### src/nbtp_pkg.sv
package nbtp_pkg;

  localparam int REGION_COUNT_DEF = 64;
  localparam int MAX_NESTING_DEF  = 255;

  localparam int CMD_W   = 2;
  localparam int ID_W    = 8;
  localparam int TS_W    = 48;
  localparam int TOT_W   = 64;
  localparam int DEPTH_W = 8;
  localparam int FRAC_W  = 17;
  localparam int STAT_W  = 2;

  // Q1.16 quotient: one bit per divider step
  localparam int DIV_STEPS = 16;
  localparam int DIV_CNT_W = $clog2(DIV_STEPS);
  localparam logic [FRAC_W-1:0] ONE_Q16 = FRAC_W'(1 << DIV_STEPS);

  localparam logic [CMD_W-1:0] CMD_ENTER = 2'd0;
  localparam logic [CMD_W-1:0] CMD_LEAVE = 2'd1;
  localparam logic [CMD_W-1:0] CMD_CLEAR = 2'd2;
  localparam logic [CMD_W-1:0] CMD_QUERY = 2'd3;

  localparam logic [STAT_W-1:0] STAT_OK      = 2'd0;
  localparam logic [STAT_W-1:0] STAT_BAD_ID  = 2'd1;
  localparam logic [STAT_W-1:0] STAT_NO_ENTR = 2'd2;
  localparam logic [STAT_W-1:0] STAT_NEST_OV = 2'd3;

  // one table row
  typedef struct packed {
    logic [TOT_W-1:0]   total;
    logic [TS_W-1:0]    entry;
    logic [DEPTH_W-1:0] depth;
  } ent_t;

  typedef struct packed {
    logic                 done;
    logic [DIV_STEPS-1:0] quot;
  } div_rsp_t;

endpackage

### src/nbtp_div.sv
module nbtp_div (
  input  logic                                clk,
  input  logic                                rst_n,
  input  logic                                go,
  input  logic [nbtp_pkg::TOT_W-1:0]          num,
  input  logic [nbtp_pkg::TOT_W-1:0]          den,
  output nbtp_pkg::div_rsp_t                  rsp
);
  // restoring division, one quotient bit per cycle; caller ensures num < den
  logic                                 run_r;
  logic                                 done_r;
  logic [nbtp_pkg::DIV_CNT_W-1:0]       cnt_r;
  logic [nbtp_pkg::TOT_W-1:0]           rem_r;
  logic [nbtp_pkg::TOT_W-1:0]           den_r;
  logic [nbtp_pkg::DIV_STEPS-1:0]       q_r;

  logic [nbtp_pkg::TOT_W:0]             sh;
  logic [nbtp_pkg::TOT_W:0]             diff;
  logic                                 ge;
  logic [nbtp_pkg::TOT_W-1:0]           rem_nxt;
  logic [nbtp_pkg::DIV_STEPS-1:0]       q_nxt;

  always_comb begin
    sh      = {rem_r, 1'b0};
    diff    = sh - {1'b0, den_r};
    ge      = (sh >= {1'b0, den_r});
    rem_nxt = ge ? diff[nbtp_pkg::TOT_W-1:0] : sh[nbtp_pkg::TOT_W-1:0];
    q_nxt   = {q_r[nbtp_pkg::DIV_STEPS-2:0], ge};
  end

  always_ff @(posedge clk) begin
    if (!rst_n) begin
      run_r  <= 1'b0;
      done_r <= 1'b0;
      cnt_r  <= '0;
    end else begin
      done_r <= 1'b0;
      if (go) begin
        run_r <= 1'b1;
        cnt_r <= '0;
      end else if (run_r) begin
        cnt_r <= cnt_r + 1'b1;
        if (cnt_r == nbtp_pkg::DIV_CNT_W'(nbtp_pkg::DIV_STEPS - 1)) begin
          run_r  <= 1'b0;
          done_r <= 1'b1;
        end
      end
    end
  end

  always_ff @(posedge clk) begin
    if (go) begin
      rem_r <= num;
      den_r <= den;
      q_r   <= '0;
    end else if (run_r) begin
      rem_r <= rem_nxt;
      q_r   <= q_nxt;
    end
  end

  assign rsp.done = done_r;
  assign rsp.quot = q_r;

endmodule

### config.mk
export PLATFORM = sky130hd
export DESIGN_NAME = nbtp_div
export DESIGN_NICKNAME = d
export VERILOG_FILES = /design/src/nbtp_pkg.sv /design/src/nbtp_div.sv
export SDC_FILE = /design/constraint.sdc
export NUM_CORES = 1
export LEC_CHECK = 0
export BUFFER_PORTS_ARGS = -buffer_cell sky130_fd_sc_hd__clkbuf_2
export CELL_PAD_IN_SITES_DETAIL_PLACEMENT = 0
export CELL_PAD_IN_SITES_GLOBAL_PLACEMENT = 1
export CORE_MARGIN = 2
export CORE_UTILIZATION = 30
export CTS_CLUSTER_SIZE = 10
export DETAILED_ROUTE_END_ITERATION = 6
export GPL_TIMING_DRIVEN = 0
export PLACE_DENSITY = 0.7
export REMOVE_ABC_BUFFERS = 1
export SETUP_SLACK_MARGIN = 0.05
export SKIP_LAST_GASP = 1
export SYNTH_ARGS = -nofsm -noshare
export SYNTH_HDL_FRONTEND = slang
export SYNTH_SLANG_ARGS = --single-unit
### constraint.sdc
create_clock -name clk -period 2.7 [get_ports clk]
set_input_delay 0.405 -clock clk [delete_from_list [all_inputs] [get_ports clk]]
set_output_delay 0.405 -clock clk [all_outputs]
set_load 0.02 [all_outputs]
==> metrics.cfg <==
[pwr]
switching_share = 0.4059
power.internal_uw = 7787
power_density_mw_per_mm2 = 953.7
power_uw = 13110
power_leakage_uw = 0.005526
switching_power_uw = 5320
ir_worst_vdd_mv = 0.5543
seq_power_share = 0.259
p_clk_frac = 0.181
comb_power_share = 0.560

[sta]
final.setup_skew_ns = 0.01334
slew_violations = 0
timing.final.ws_setup_ns = -0.4070
fin_crit_sh = 1.151
rsz0062_at_grt = true
finalSetupViolations = 65
finalHoldViolCount = 0
timing.final.crit_period_ns = 3.107
relSlewSlack = 0.2447
max_freq_mhz = 321.9
setup_tns_ns = -20.36
worst_pin_slew_ns = 1.131

[floorplan]
die_area_mm2 = 0.03624
core_mm2 = 0.03437
die_w_um = 190.4
row_count = 68
start_util = 0.3031
io_pins = 148
die_h_um = 190.4

[route]
drt-initial-drc-count = 463
wl_per_cell_um = 17.82
viasPerCell = 5.009
final_antenna_net_count = 0
first_pass_iters = 5
drcViolationCount = 0
wirelength_um = 31100
num_vias = 8741

[clocking]
cts.reportedPaths.clkPinSlew_ns = 0.07
insertion_delay_ns = 0.45
clk_path_buf_depth = 2
cts-root-buf = clkbuf_16
tritoncts = done
htree_levels = 4
cts_made_buffers = 17
cts.sinks = 150

[layout]
num-nets-final = 1473
drive_above_1_share = 0.3569
design_area_mm2 = 0.01374
syn2layout_area_growth_pct = 31.91

[setup_path]
path_delay_family = simple AND/OR/NAND/NOR gates
cpMostUsedCell = buf_4
path_max_fanout = 7
start_kind = flop
cp_data_arrival_time_ns = 3.30
cp_cell_sequence = ha_4 -> nand4_1 -> buf_4 -> buf_4 -> nor4_1 -> nand3_1 -> o211a_4 -> nand3_4 -> buf_16 -> or4b_1 -> o21ai_1 -> a21oi_1
max_stage_delay_ns = 0.44
critPathRequiredTime_ns = 2.90
slowest_stage = edfxtp_1
path_class = reg -> reg
cp-end-kind = flop
cp.depth = 12
r2r_cells = 12
path_buf_inv = 3

[yosys]
yosys.area_share.xor_xnor = 0.04792
ys.warnings.count = 0
synth_top_family_by_area = compound AO/OA/AOI/OAI gates
synth_simple_gate_area_frac = 0.1392
synthMuxAreaShare = 0.07518
ys_ff_latch = 150
synth_common_cells = edfxtp_1 (128), a21oi_1 (119), nor2_1 (114)
avgSynthCellArea_um2 = 9.541
yosysTopAreaCellShare = 0.3689
ys_types = 76
synth.most_common_cell = edfxtp_1
syn_inst = 1092
ys_dominant_reg_cell = edfxtp_1
async_flop_share = 0
yosys.area.top_type = edfxtp_1
synth-edff-count = 128
synth_area_leaders = edfxtp_1 (37%), ha_1 (7.8%), a21oi_1 (5.7%)
synth_compound_area_frac = 0.1863
syn_area_mm2 = 0.01042
ys_seq_area_frac = 0.4112
synth_fa_ha_area_frac = 0.07998

[min_path]
whs_path_depth = 1
hp-class = in -> reg

[placement]
place_congestion = 0.8678
place_area_mm2 = 0.01152
port_buffers = 147
place_hpwl_um = 20700

[run_status]
status = finished, violations left
violations = setup timing

[global_route]
track_usage = 0.1716
first_global_vias = 8739
grt_pass1_wl_um = 48120
grt_max_degree = 92
antenna_found_initial = 1
overflow = 0

[run]
drv_cap = 0

-- worst reg2reg max path, delay by kind of cell, from the launching register on --
family | cells | cell delay (ns)
and+or+nand+nor | 5 | 1.22
buffers and inverters | 3 | 0.47
DFF | 1 | 0.44
AOI/OAI and AO/OA | 3 | 0.39
adders and majority gates | 1 | 0.34
-- worst paths after layout --
check | slack [ns] | to | from
worst min register to register | 0.47 | done_r | cnt_r[3]
worst min-delay path | 0.13 | den_r[20] | den[20]
worst max register to register | -0.41 | rem_r[62] | rem_r[6]
worst max-delay path | -0.41 | rem_r[62] | rem_r[6]
-- flip-flops by register name, summed over array words and instances (netlist names) --
signal	cells
done_r	1
run_r	1
cnt_r	4
den_r	64
q_r	16
rem_r	64
-- power by group through the flow --
stage          Combinational (uW)  Sequential (uW)  Clock [uW]
2_1_floorplan                4250             3290           0
3_3_place_gp                 5490             3350           0
3_5_place_dp                 5530             3350           0
4_1_cts                      6810             3370        2450
5_1_grt                      8040             3440        2540
6_report                     7340             3390        2370
-- stage by stage --
stage                     hold WS, ns    util  worst slack, ns  std cells
after floorplan                0.4392       -           -1.555       1032
after global placement         0.4626  0.3322           -2.814       1634
after detailed placement       0.4542  0.3351           -1.381       1637
after CTS                      0.1047  0.3873          -0.4171       1718
after global routing           0.1060  0.3998          -0.5640       1744
final                          0.1306  0.3998          -0.4070       1745
-- kinds of logic after synthesis --
kind of cell    after synthesis
flops                       150
simple gates                306
xor+xnor                     57
compound gates              296
buf+inv                     146
mux                          71
fa+ha+maj                    66
-- placed cells by master, fill, tap and decap left out, types with 5 or more instances in the layout --
cell type,count
a21o_1,26
nand3_4,6
nor2_2,8
nor3_1,13
o21bai_1,12
ha_4,25
o211ai_1,10
xnor2_1,27
nand3_1,13
o21ai_0,32
buf_4,57
xor2_1,30
o21ai_2,9
nor3b_1,6
clkbuf_2,146
mux2_2,44
and2_1,5
mux2i_1,22
o21a_1,5
clkbuf_16,18
a21oi_1,102
nand2_1,71
nor2_1,105
o21ai_1,10
ha_2,22
buf_16,5
nand2b_1,6
a221o_1,7
and3_1,5
buf_6,7
inv_1,82
nand4_1,29
edfxtp_1,128
a21oi_2,16
ha_1,18
dfxtp_1,22
a21oi_4,9
nor2b_1,5
-- final cells by class --
cell class,instances,area (um^2)
repair buffers,220,1469
well taps,455,569.3
fillers,3444,20630
flip-flops and latches,150,4284
inverters,86,322.8
clock inverters,13,122.6
clock buffers,19,442.9
diodes,1,2.502
multi-input cells,801,6530
-- per-layer routing --
layer / track usage / wire length [um]
met5: 0 / 11
met3: 0.03331 / 1209
met4: 0.05307 / 676
met1: 0.2329 / 14920
met2: 0.2754 / 14280
-- what timing repair did --
action / 4_1_cts / 5_1_grt
cloned: 7 / 2
hold buffers: 0 / 0
setup endpoints to repair: 65 / 65
buffers inserted: 42 / 28
resized for setup: 154 / 57
pin swaps: 41 / 56
No activity file was read; power rests on OpenSTA's default activity.
