File: src/nbtp_ram.sv
module nbtp_ram #(
  parameter int WIDTH = 8,
  parameter int DEPTH = 16,
  localparam int AW   = (DEPTH > 1) ? $clog2(DEPTH) : 1
) (
  input  logic                  clk,
  input  logic                  we,
  input  logic [AW-1:0]         waddr,
  input  logic [WIDTH-1:0]      wdata,
  input  logic [AW-1:0]         raddr,
  output logic [WIDTH-1:0]      rdata
);
  logic [WIDTH-1:0] mem [DEPTH];
  logic [WIDTH-1:0] rdata_r;

  always_ff @(posedge clk) begin
    if (we) begin
      mem[waddr] <= wdata;
    end
    rdata_r <= mem[raddr];
  end

  assign rdata = rdata_r;

endmodule

File: config.mk
export PLATFORM = sky130hd
export DESIGN_NAME = nbtp_ram
export DESIGN_NICKNAME = d
export VERILOG_FILES = /design/src/nbtp_ram.sv
export SDC_FILE = /design/constraint.sdc
export NUM_CORES = 1
export LEC_CHECK = 0
export ABC_AREA = 0
export BUFFER_PORTS_ARGS = -buffer_cell sky130_fd_sc_hd__buf_2
export CAP_MARGIN = 20
export CORE_UTILIZATION = 56
export DETAILED_ROUTE_END_ITERATION = 10
export GPL_TIMING_DRIVEN = 0
export PLACE_DENSITY = 0.8
export SLEW_MARGIN = 10
export SYNTH_ARGS = -nofsm -noshare
export SYNTH_HDL_FRONTEND = slang
export SYNTH_SLANG_ARGS = --single-unit
File: constraint.sdc
create_clock -name clk -period 2.75 [get_ports clk]
set_input_delay 0.55 -clock clk [delete_from_list [all_inputs] [get_ports clk]]
set_output_delay 0.55 -clock clk [all_outputs]
set_load 0.03 [all_outputs]
==> impl_metrics.yaml, run 1 <==
logic_synthesis:
  yosysUniqueCellTypes: 19
  synth_edf_count: 128
  synth.area.mux_share_pct: 15.0
  yosysMostFrequentCell: "edfxtp_1"
  synth_compound_area_share_pct: 2.33
  syn_avg_cell_area_sq_um: 22.5
  synth_top_family_by_area: "multiplexers"
  synth_common_cells: "edfxtp_1, mux4_2, a22oi_1"
  synth_top_area_cell: "edfxtp_1"
  ys_seq_area_share_pct: 77.8
  synth.area.top_cells: "edfxtp_1, mux4_2, mux4_1"
  synth-seq-cells: 136
  yosys_warnings: 0
  async_flop_share_pct: 0
  synth-main-ff-cell: "edfxtp_1"
  post_synth_xor_area_fraction_pct: 0
  synthSimpleGateAreaFrac_pct: 3.18
  syn_inst: 229
  yosys.area_share.adder_pct: 0
  syn-cell-area_sq_mm: 0.00515
  syn-num-nets: 247
  synth_top_area_share_pct: 74.7
clock_network:
  clkLatencyLatePin_ns: 0.51
  cts_buffers: 17
  post-cts-setup-buffers: 0
  cts.clk_slew.worst_paths_ns: 0.06
  cts_sinks: 136
  postCtsHoldBufs: 0
  cts_buffer_depth: 2
  htreeDepth: 4
  cts_resized: 0
  root_buffer: "clkbuf_8"
  cts_tree: "done"
pwr:
  power_frac_comb_pct: 4.7
  internal_power_mw: 4.26
  leakage_nw: 2.11
  power_density_mw_per_mm2: 860
  max-vdd-ir-drop_mv: 0.526
  p_clk_share_pct: 51.1
  switching_share_pct: 19.3
  total_power_mw: 5.28
  seqPwrFrac_pct: 44.2
  power_switching_mw: 1.02
place:
  dp_slack_ns: 0.428
  dpl.hpwl_um: 6050
  place_congestion: 0.745
  portBuffers: 24
  placed_area_sq_mm: 0.00542
timing:
  period_share_pct: 67.8
  fmax_mhz: 536
  finClkSkew_ns: 0.00668
  setup_tns_ns: 0
  setup_violations: 0
  hold_violations: 0
  tightestPinTransition_ns: 0.835
  worst_slack_ns: 0.885
  period_needed_ns: 1.87
  slew_headroom_pct: 44.1
  drv_slew: 0
  rsz0062_at_grt: "no"
die:
  design.core.area_sq_mm: 0.00881
  die_w_um: 97.9
  die_h_um: 97.9
  fp-row-count: 34
  die_area_sq_mm: 0.00958
  start_util_pct: 58.5
  ioPinCount: 26
outcome:
  outcome: "complete, but fails checks"
  violations: "design-rule violations"
worst_hold_path:
  hold_start: "wdata[5]"
  min-delay-path-class: "primary input to register"
route:
  firstDrtPassIters: 9
  drc: 2
  drtIter0Drc: 403
  routedWlPerCell_um: 26.4
  postRouteAntennaNets: 0
  vias: 2540
  vias_per_cell: 6.40
  wirelength_um: 10500
setup_path:
  crit_fanout: 5
  crit_start: "waddr[2]"
  crit_slowest_cell: "nor3_1"
  worstSetupEndpointType: "register"
  critPathMaxStageDelay_ns: 0.55
  critPathLaunchType: "primary input"
  r2r-start: "mem[3][0]$_DFFE_PP_"
  cp_cell_sequence: "buf_2 > or3b_2 > nor3_1 > buf_2"
  arrival_ns: 2.08
  cpMostUsedCell: "buf_2"
  critPathKind: "primary input to register"
  required_ns: 2.96
job:
  cap_violations: 0
global_routing:
  grt_pass1_vias: 2538
  grt_pass1_wl_um: 15900
  grt_usage_pct: 24.3
  antenna_found_initial: 0
  grt_max_degree: 17
  overflow: 0
finish:
  final_util_pct: 69.7
  fin_area_sq_mm: 0.00613
  antenna_cells: 0
  nNetsFinal: 294
  multiInputGateArea_sq_mm: 0.00106
  areaGrowthSynthToFinish_pct: 19.2
  drive_above_1_share_pct: 30.8
  regArea_sq_mm: 0.00400
  fill_cells: 512
==> final timing paths <==
path | end | slack (ns) | cells after the start
worst max-delay path | mem[0][2]$_DFFE_PP_ | 0.88 | 4
worst min-delay path | mem[4][5]$_DFFE_PP_ | 0.44 | 1
worst max register to register | rdata[0]$_DFF_P_ | 1.31 | 3
worst min register to register | rdata[0]$_DFF_P_ | 0.69 | 3
==> area by class of cell <==
class | count | share of cell area (%)
plain buffers | 10 | 1.41
clock buffers | 17 | 6.75
clock inverters | 15 | 4.85
multi-input cells | 83 | 17.2
flip-flops and latches | 136 | 65.3
well taps | 108 | 2.20
repair buffers | 28 | 2.28
==> power groups by stage <==
stage / Clock [mW] / Sequential (mW) / Combinational (mW)
6_report: 2.70 / 2.33 / 0.247
2_1_floorplan: 0 / 2.40 / 0.118
3_3_place_gp: 0 / 2.37 / 0.235
5_1_grt: 2.80 / 2.33 / 0.264
3_5_place_dp: 0 / 2.37 / 0.244
4_1_cts: 2.72 / 2.33 / 0.249
==> metal layers <==
layer	global-route usage, %	vias to the layer above	routed length, um
li1	-	1068	-
met2	39.1	152	5360
met3	5.23	7	881
met5	0	-	0
met1	33.5	1313	4150
met4	8.39	0	95
==> cell usage in the layout, fill, tap and decap left out, types with 2 or more instances in the layout <==
master / Yosys / routed
clkinv_4: 0 / 5
a22oi_1: 16 / 16
nand2b_1: 2 / 2
buf_2: 3 / 31
clkdlybuf4s25_2: 3 / 3
buf_6: 3 / 3
clkbuf_16: 0 / 16
nand3b_1: 2 / 2
nor3_1: 4 / 4
bufinv_16: 0 / 8
mux4_2: 18 / 18
mux4_1: 14 / 14
dfxtp_1: 8 / 8
edfxtp_1: 128 / 128
nor2_1: 13 / 13
nand2_1: 9 / 9
==> state kept, by name, summed over array words and instances, names as in the netlist <==
register  flops
mem         128
rdata         8
==> worst max-delay path, delay by kind of cell <==
| kind | cells | cell delay [ns] |
|---|---|---|
| AND/OR/NAND/NOR | 2 | 1.09 |
| buffers and inverters | 2 | 0.43 |
==> metrics by stage <==
stage | std cells | hold slack (ns)
after floorplan | 229 | 0.629
after global placement | 361 | 0.655
after detailed placement | 365 | 0.685
after CTS | 397 | 0.415
after global routing | 397 | 0.424
final | 397 | 0.440
==> logic make-up after synthesis <==
family | count (synthesis)
muxes | 32
and+or+nand+nor | 35
AOI/OAI and AO/OA | 16
DFF | 136
buffers and inverters | 10
Note: power is estimated with default switching activity, not from simulation.
==> inputs of run 2 (changes only) <==
Settings changed: ABC_AREA 0 to 1.
Clock period 2.75 ns to 1.8 ns, I/O delays scaled along.
==> run 2 against run 1 <==
Effect of this change: the flow now finishes without violations; sequential share of layout area shrank 4.9 points; critical path depth shrank 3; synthesized cell count grew 140%; first-iteration DRC count shrank 8.4%; via count grew 57%; clock power grew 29%; final cell count grew 86%; wire length grew 29%; core utilization shrank 2.4 points; combinational power grew 100%; register-to-register slack lost 0.53 ns; global-route usage grew 3.9 points; critical path type is now register to output port; critical endpoint is now rdata[3]; highest routed layer unchanged.
==> impl_metrics.yaml, run 2 <==
outcome:
  outcome: "finished, final reports clean"
timing:
  finClkSkew_ns: 0.00741
  period_share_pct: 77.4
  drv_slew: 0
  hold_violations: 0
  rsz0062_at_grt: "no"
  fmax_mhz: 718
  setup_violations: 0
  slew_headroom_pct: 37.0
  tightestPinTransition_ns: 0.942
  period_needed_ns: 1.39
  setup_tns_ns: 0
logic_synthesis:
  synth-seq-cells: 136
  synth_top_area_cell: "edfxtp_1"
  synth_compound_area_share_pct: 0
  syn_inst: 551
  post_synth_xor_area_fraction_pct: 0
  async_flop_share_pct: 0
  synthSimpleGateAreaFrac_pct: 21.0
  yosysUniqueCellTypes: 12
  yosys.area_share.adder_pct: 0
  synth-main-ff-cell: "edfxtp_1"
  syn_avg_cell_area_sq_um: 10.5
  synth_top_family_by_area: "simple AND/OR/NAND/NOR gates"
  synth_top_area_share_pct: 66.7
  syn-num-nets: 569
  synth_common_cells: "nand2_1, edfxtp_1, inv_1"
  yosys_warnings: 0
  yosysMostFrequentCell: "nand2_1"
  synth_edf_count: 128
  syn-cell-area_sq_mm: 0.00577
  synth.area.mux_share_pct: 0
  ys_seq_area_share_pct: 69.4
  synth.area.top_cells: "edfxtp_1, nand2_1, nand3_1"
setup_path:
  cp_cell_sequence: "buf_2"
  required_ns: 1.44
  reg2reg_depth: 6
  critPathLaunchType: "register"
  r2r_end: "rdata[5]$_DFF_P_"
  path_buf_inv: 1
  crit_fanout: 1
  cp_top_family: "flip-flops"
  critPathMaxStageDelay_ns: 0.31
  worst-r2r-setup-slack_ns: 0.78
  r2r-start: "mem[10][5]$_DFFE_PP_"
  critPathKind: "register to output port"
  arrival_ns: 1.03
  crit_slowest_cell: "dfxtp_1"
  worstSetupEndpointType: "output port"
route:
  vias_per_cell: 5.41
  firstDrtPassIters: 5
  postRouteAntennaNets: 0
  routedWlPerCell_um: 18.4
  vias: 3990
  drc: 0
  wirelength_um: 13600
  drtIter0Drc: 369
finish:
  antenna_cells: 0
  areaGrowthSynthToFinish_pct: 15.1
  final_util_pct: 67.3
  final_cell_mix: "nand2_1, edfxtp_1, inv_1, nand3_1, buf_2"
  layout_commonest_cell: "nand2_1"
  largest_register_ffs: 128
  drive_above_1_share_pct: 13.1
  nNetsFinal: 610
  largest-register: "mem"
place:
  place_congestion: 0.920
  portBuffers: 22
  dpl.hpwl_um: 8810
clock_network:
  cts_resized: 0
  cts_sinks: 136
  cts.clk_slew.worst_paths_ns: 0.06
  postCtsHoldBufs: 0
  root_buffer: "clkbuf_8"
  cts_buffers: 17
  post-cts-setup-buffers: 0
  htreeDepth: 4
  clkLatencyLatePin_ns: 0.53
  cts_tree: "done"
  cts_buffer_depth: 2
die:
  die_w_um: 103
  die_area_sq_mm: 0.0107
  ioPinCount: 26
  die_h_um: 103
  design.core.area_sq_mm: 0.00986
  start_util_pct: 58.5
  fp-row-count: 36
worst_hold_path:
  hold_depth: 4
  min-delay-path-class: "primary input to register"
  min_to: "rdata[3]$_DFF_P_"
  hold_start: "raddr[2]"
global_routing:
  grt_pass1_vias: 3643
  grt_usage_pct: 28.2
  grt_pass1_wl_um: 20400
  antenna_found_initial: 0
  grt_max_degree: 17
  overflow: 0
pwr:
  switching_share_pct: 23.0
  leakage_nw: 2.90
  power_frac_comb_pct: 6.6
  seqPwrFrac_pct: 47.3
  p_clk_share_pct: 46.1
  total_power_mw: 7.52
  internal_power_mw: 5.79
  max-vdd-ir-drop_mv: 0.758
  power_switching_mw: 1.73
  power_density_mw_per_mm2: 1130
job:
  cap_violations: 0
run 2: cell types whose count changed after synthesis, sizes merged:
cell | previous run | this run
and2b | 1 | 0
a22oi | 16 | 0
buf | 7 | 24
or3b | 1 | 0
nor3 | 4 | 0
nand2 | 9 | 173
and2 | 1 | 0
inv | 0 | 102
nor2b | 1 | 0
nor2 | 13 | 17
mux4 | 32 | 0
nand3 | 1 | 97
nand2b | 2 | 0
clkdlybuf4s25 | 3 | 0
run 2: power groups by stage:
stage / logic (mW) / clock network [mW] / registers (mW)
2_1_floorplan: 0.250 / 0 / 3.66
3_3_place_gp: 0.479 / 0 / 3.62
3_5_place_dp: 0.487 / 0 / 3.62
4_1_cts: 0.492 / 3.47 / 3.56
5_1_grt: 0.538 / 3.57 / 3.56
6_report: 0.499 / 3.47 / 3.56
run 2: per-layer routing:
metal	wire length, um	track usage [%]	vias up
met5	0	0	-
met4	331	11.9	0
met3	1330	7.86	29
met2	6270	41.3	225
met1	5650	39.9	1879
li1	-	-	1857
run 2: worst max-delay path by stage:
stage / from / endpoint / slack, ns / cells past startpoint
finish: rdata[3]$_DFF_P_ / rdata[3] / 0.41 / 1
CTS: rdata[3]$_DFF_P_ / rdata[3] / 0.39 / 1
detailed placement: waddr[3] / mem[4][1]$_DFFE_PP_ / -0.03 / 3
global route: rdata[4]$_DFF_P_ / rdata[4] / 0.36 / 1
global placement: waddr[3] / mem[4][1]$_DFFE_PP_ / 0.02 / 3
floorplan: waddr[2] / mem[10][0]$_DFFE_PP_ / 0.49 / 2
run 2: layout make-up:
| type | count | area [sq um] |
|---|---|---|
| plain buffers | 24 | 166 |
| clock buffers | 17 | 414 |
| clock inverters | 15 | 178 |
| fillers | 732 | 3230 |
| inverters | 102 | 383 |
| multi-input cells | 289 | 1210 |
| flip-flops and latches | 136 | 4000 |
| well taps | 133 | 166 |
| repair buffers | 22 | 110 |
run 2: metrics by stage:
stage	std cells	instance area (sq um)	hold WS, ns	setup WS (ns)
final	738	6640	0.247	0.407
after global routing	738	6640	0.247	0.362
after CTS	738	6640	0.223	0.388
after detailed placement	706	6040	0.685	-0.0301
after global placement	706	6040	0.691	0.0212
after floorplan	551	5770	0.459	0.489
run 2: cells by family after synthesis:
family	after synthesis
buf+inv	126
flops	136
simple gates	289
==> inputs of run 3 (changes only) <==
Clock period 1.8 ns to 1.3 ns, I/O delays scaled along.
==> run 3 against run 2 <==
Effect of this change: total power up 39%; final cell count unchanged; cell area up 0.26%; largest cell class unchanged; wire length about the same; clock skew down 0.0011 ns; non-clock buffer count unchanged; sequential power up 38%; flip-flop and latch count unchanged; via count down 1.3%.
==> impl_metrics.yaml, run 3 (synthesized netlist as in run 2, its figures left out) <==
outcome:
  outcome: "finished, final reports clean"
route:
  drc: 0
  drtIter0Drc: 402
  vias_per_cell: 5.34
  wirelength_um: 13600
  routedWlPerCell_um: 18.4
  postRouteAntennaNets: 0
  vias: 3939
  firstDrtPassIters: 5
finish:
  final_cell_mix: "nand2_1, edfxtp_1, inv_1, nand3_1, buf_2"
  fin_area_sq_mm: 0.00665
  fill_cells: 735
  largest_register_ffs: 128
  antenna_cells: 0
  drive_above_1_share_pct: 13.1
  layout_commonest_cell: "nand2_1"
  regArea_sq_mm: 0.00400
  nNetsFinal: 610
  largest-register: "mem"
  areaGrowthSynthToFinish_pct: 15.4
  fin_cells: 738
  multiInputGateArea_sq_mm: 0.00121
setup_path:
  path_buf_inv: 1
  worstSetupEndpointType: "output port"
  crit_fanout: 1
  critPathKind: "register to output port"
  crit_slowest_cell: "dfxtp_1"
  required_ns: 1.04
  cp_top_family: "flip-flops"
  arrival_ns: 1.02
  critPathMaxStageDelay_ns: 0.31
  critPathLaunchType: "register"
  cp_cell_sequence: "clkbuf_4"
timing:
  slew_headroom_pct: 40.5
  fmax_mhz: 783
  tightestPinTransition_ns: 0.889
  setup_violations: 0
  drv_slew: 0
  period_needed_ns: 1.28
  finClkSkew_ns: 0.00633
  period_share_pct: 98.2
  hold_violations: 0
  worst_slack_ns: 0.0229
die:
  ioPinCount: 26
  die_area_sq_mm: 0.0107
  design.core.area_sq_mm: 0.00986
  fp-row-count: 36
  die_w_um: 103
  die_h_um: 103
  start_util_pct: 58.5
global_routing:
  grt_usage_pct: 28.2
  grt_pass1_vias: 3643
  grt_max_degree: 17
  overflow: 0
  grt_pass1_wl_um: 20400
  antenna_found_initial: 0
clock_network:
  cts.clk_slew.worst_paths_ns: 0.06
  root_buffer: "clkbuf_8"
  postCtsHoldBufs: 0
  cts_tree: "done"
  post-cts-setup-buffers: 0
  cts_sinks: 136
  cts_resized: 4
  htreeDepth: 4
  cts_buffers: 17
  clkLatencyLatePin_ns: 0.53
  cts_buffer_depth: 2
place:
  dpl.hpwl_um: 8810
  dp_slack_ns: -0.430
  portBuffers: 22
  place_congestion: 0.920
  placed_area_sq_mm: 0.00604
  dp.cells: 706
pwr:
  leakage_nw: 2.90
  power_density_mw_per_mm2: 1570
  max-vdd-ir-drop_mv: 1.05
job:
  cap_violations: 0
worst_hold_path:
  min-delay-path-class: "primary input to register"
run 3: cell types whose count changed in the layout (fill, tap and decap cells not counted):
cell and change:
buf_4 +6, clkbuf_4 +1, buf_2 -7
run 3: final timing paths:
check / from / end / slack, ns / cells past startpoint
hold reg to reg: mem[0][3]$_DFFE_PP_ / rdata[3]$_DFF_P_ / 0.70 / 6
setup / recovery: rdata[0]$_DFF_P_ / rdata[0] / 0.02 / 1
hold / removal: wdata[7] / mem[1][7]$_DFFE_PP_ / 0.14 / 1
setup reg to reg: mem[8][5]$_DFFE_PP_ / rdata[5]$_DFF_P_ / 0.26 / 6
run 3: final cells by class:
cell class                      instances  share of cell area [%]
Multi-Input combinational cell        289                    18.2
Clock buffer                           17                    6.23
Clock inverter                         15                    2.67
Buffer                                 24                    2.50
Sequential cell                       136                    60.2
Tap cell                              133                    2.50
Timing Repair Buffer                   22                    1.92
Inverter                              102                    5.76
run 3: per-layer routing:
| metal | track usage (%) | part of all wire, % |
|---|---|---|
| met1 | 39.9 | 41 |
| met2 | 41.3 | 46 |
| met3 | 7.86 | 11 |
| met4 | 11.9 | 2.0 |
| met5 | 0 | 0 |
run 3: report_power, final:
group	leakage (nW)	switching (mW)	internal (mW)
clock network	0.288	1.87	2.93
logic	1.39	0.502	0.202
registers	1.22	0.0253	4.90
run 3: per-stage QoR:
| step | hold slack (ns) | TNS, ns | total power [mW] | util, % |
|---|---|---|---|---|
| 6_report | 0.141 | 0 | 10.4 | 67.4 |
| 5_1_grt | 0.147 | -0.00167 | 10.6 | 67.4 |
| 4_1_cts | 0.123 | 0 | 10.4 | 67.4 |
| 3_5_place_dp | 0.679 | -40.18 | 5.69 | 61.3 |
| 3_3_place_gp | 0.671 | -36.19 | 5.68 | 61.3 |
| 2_1_floorplan | 0.359 | 0 | 5.42 | - |
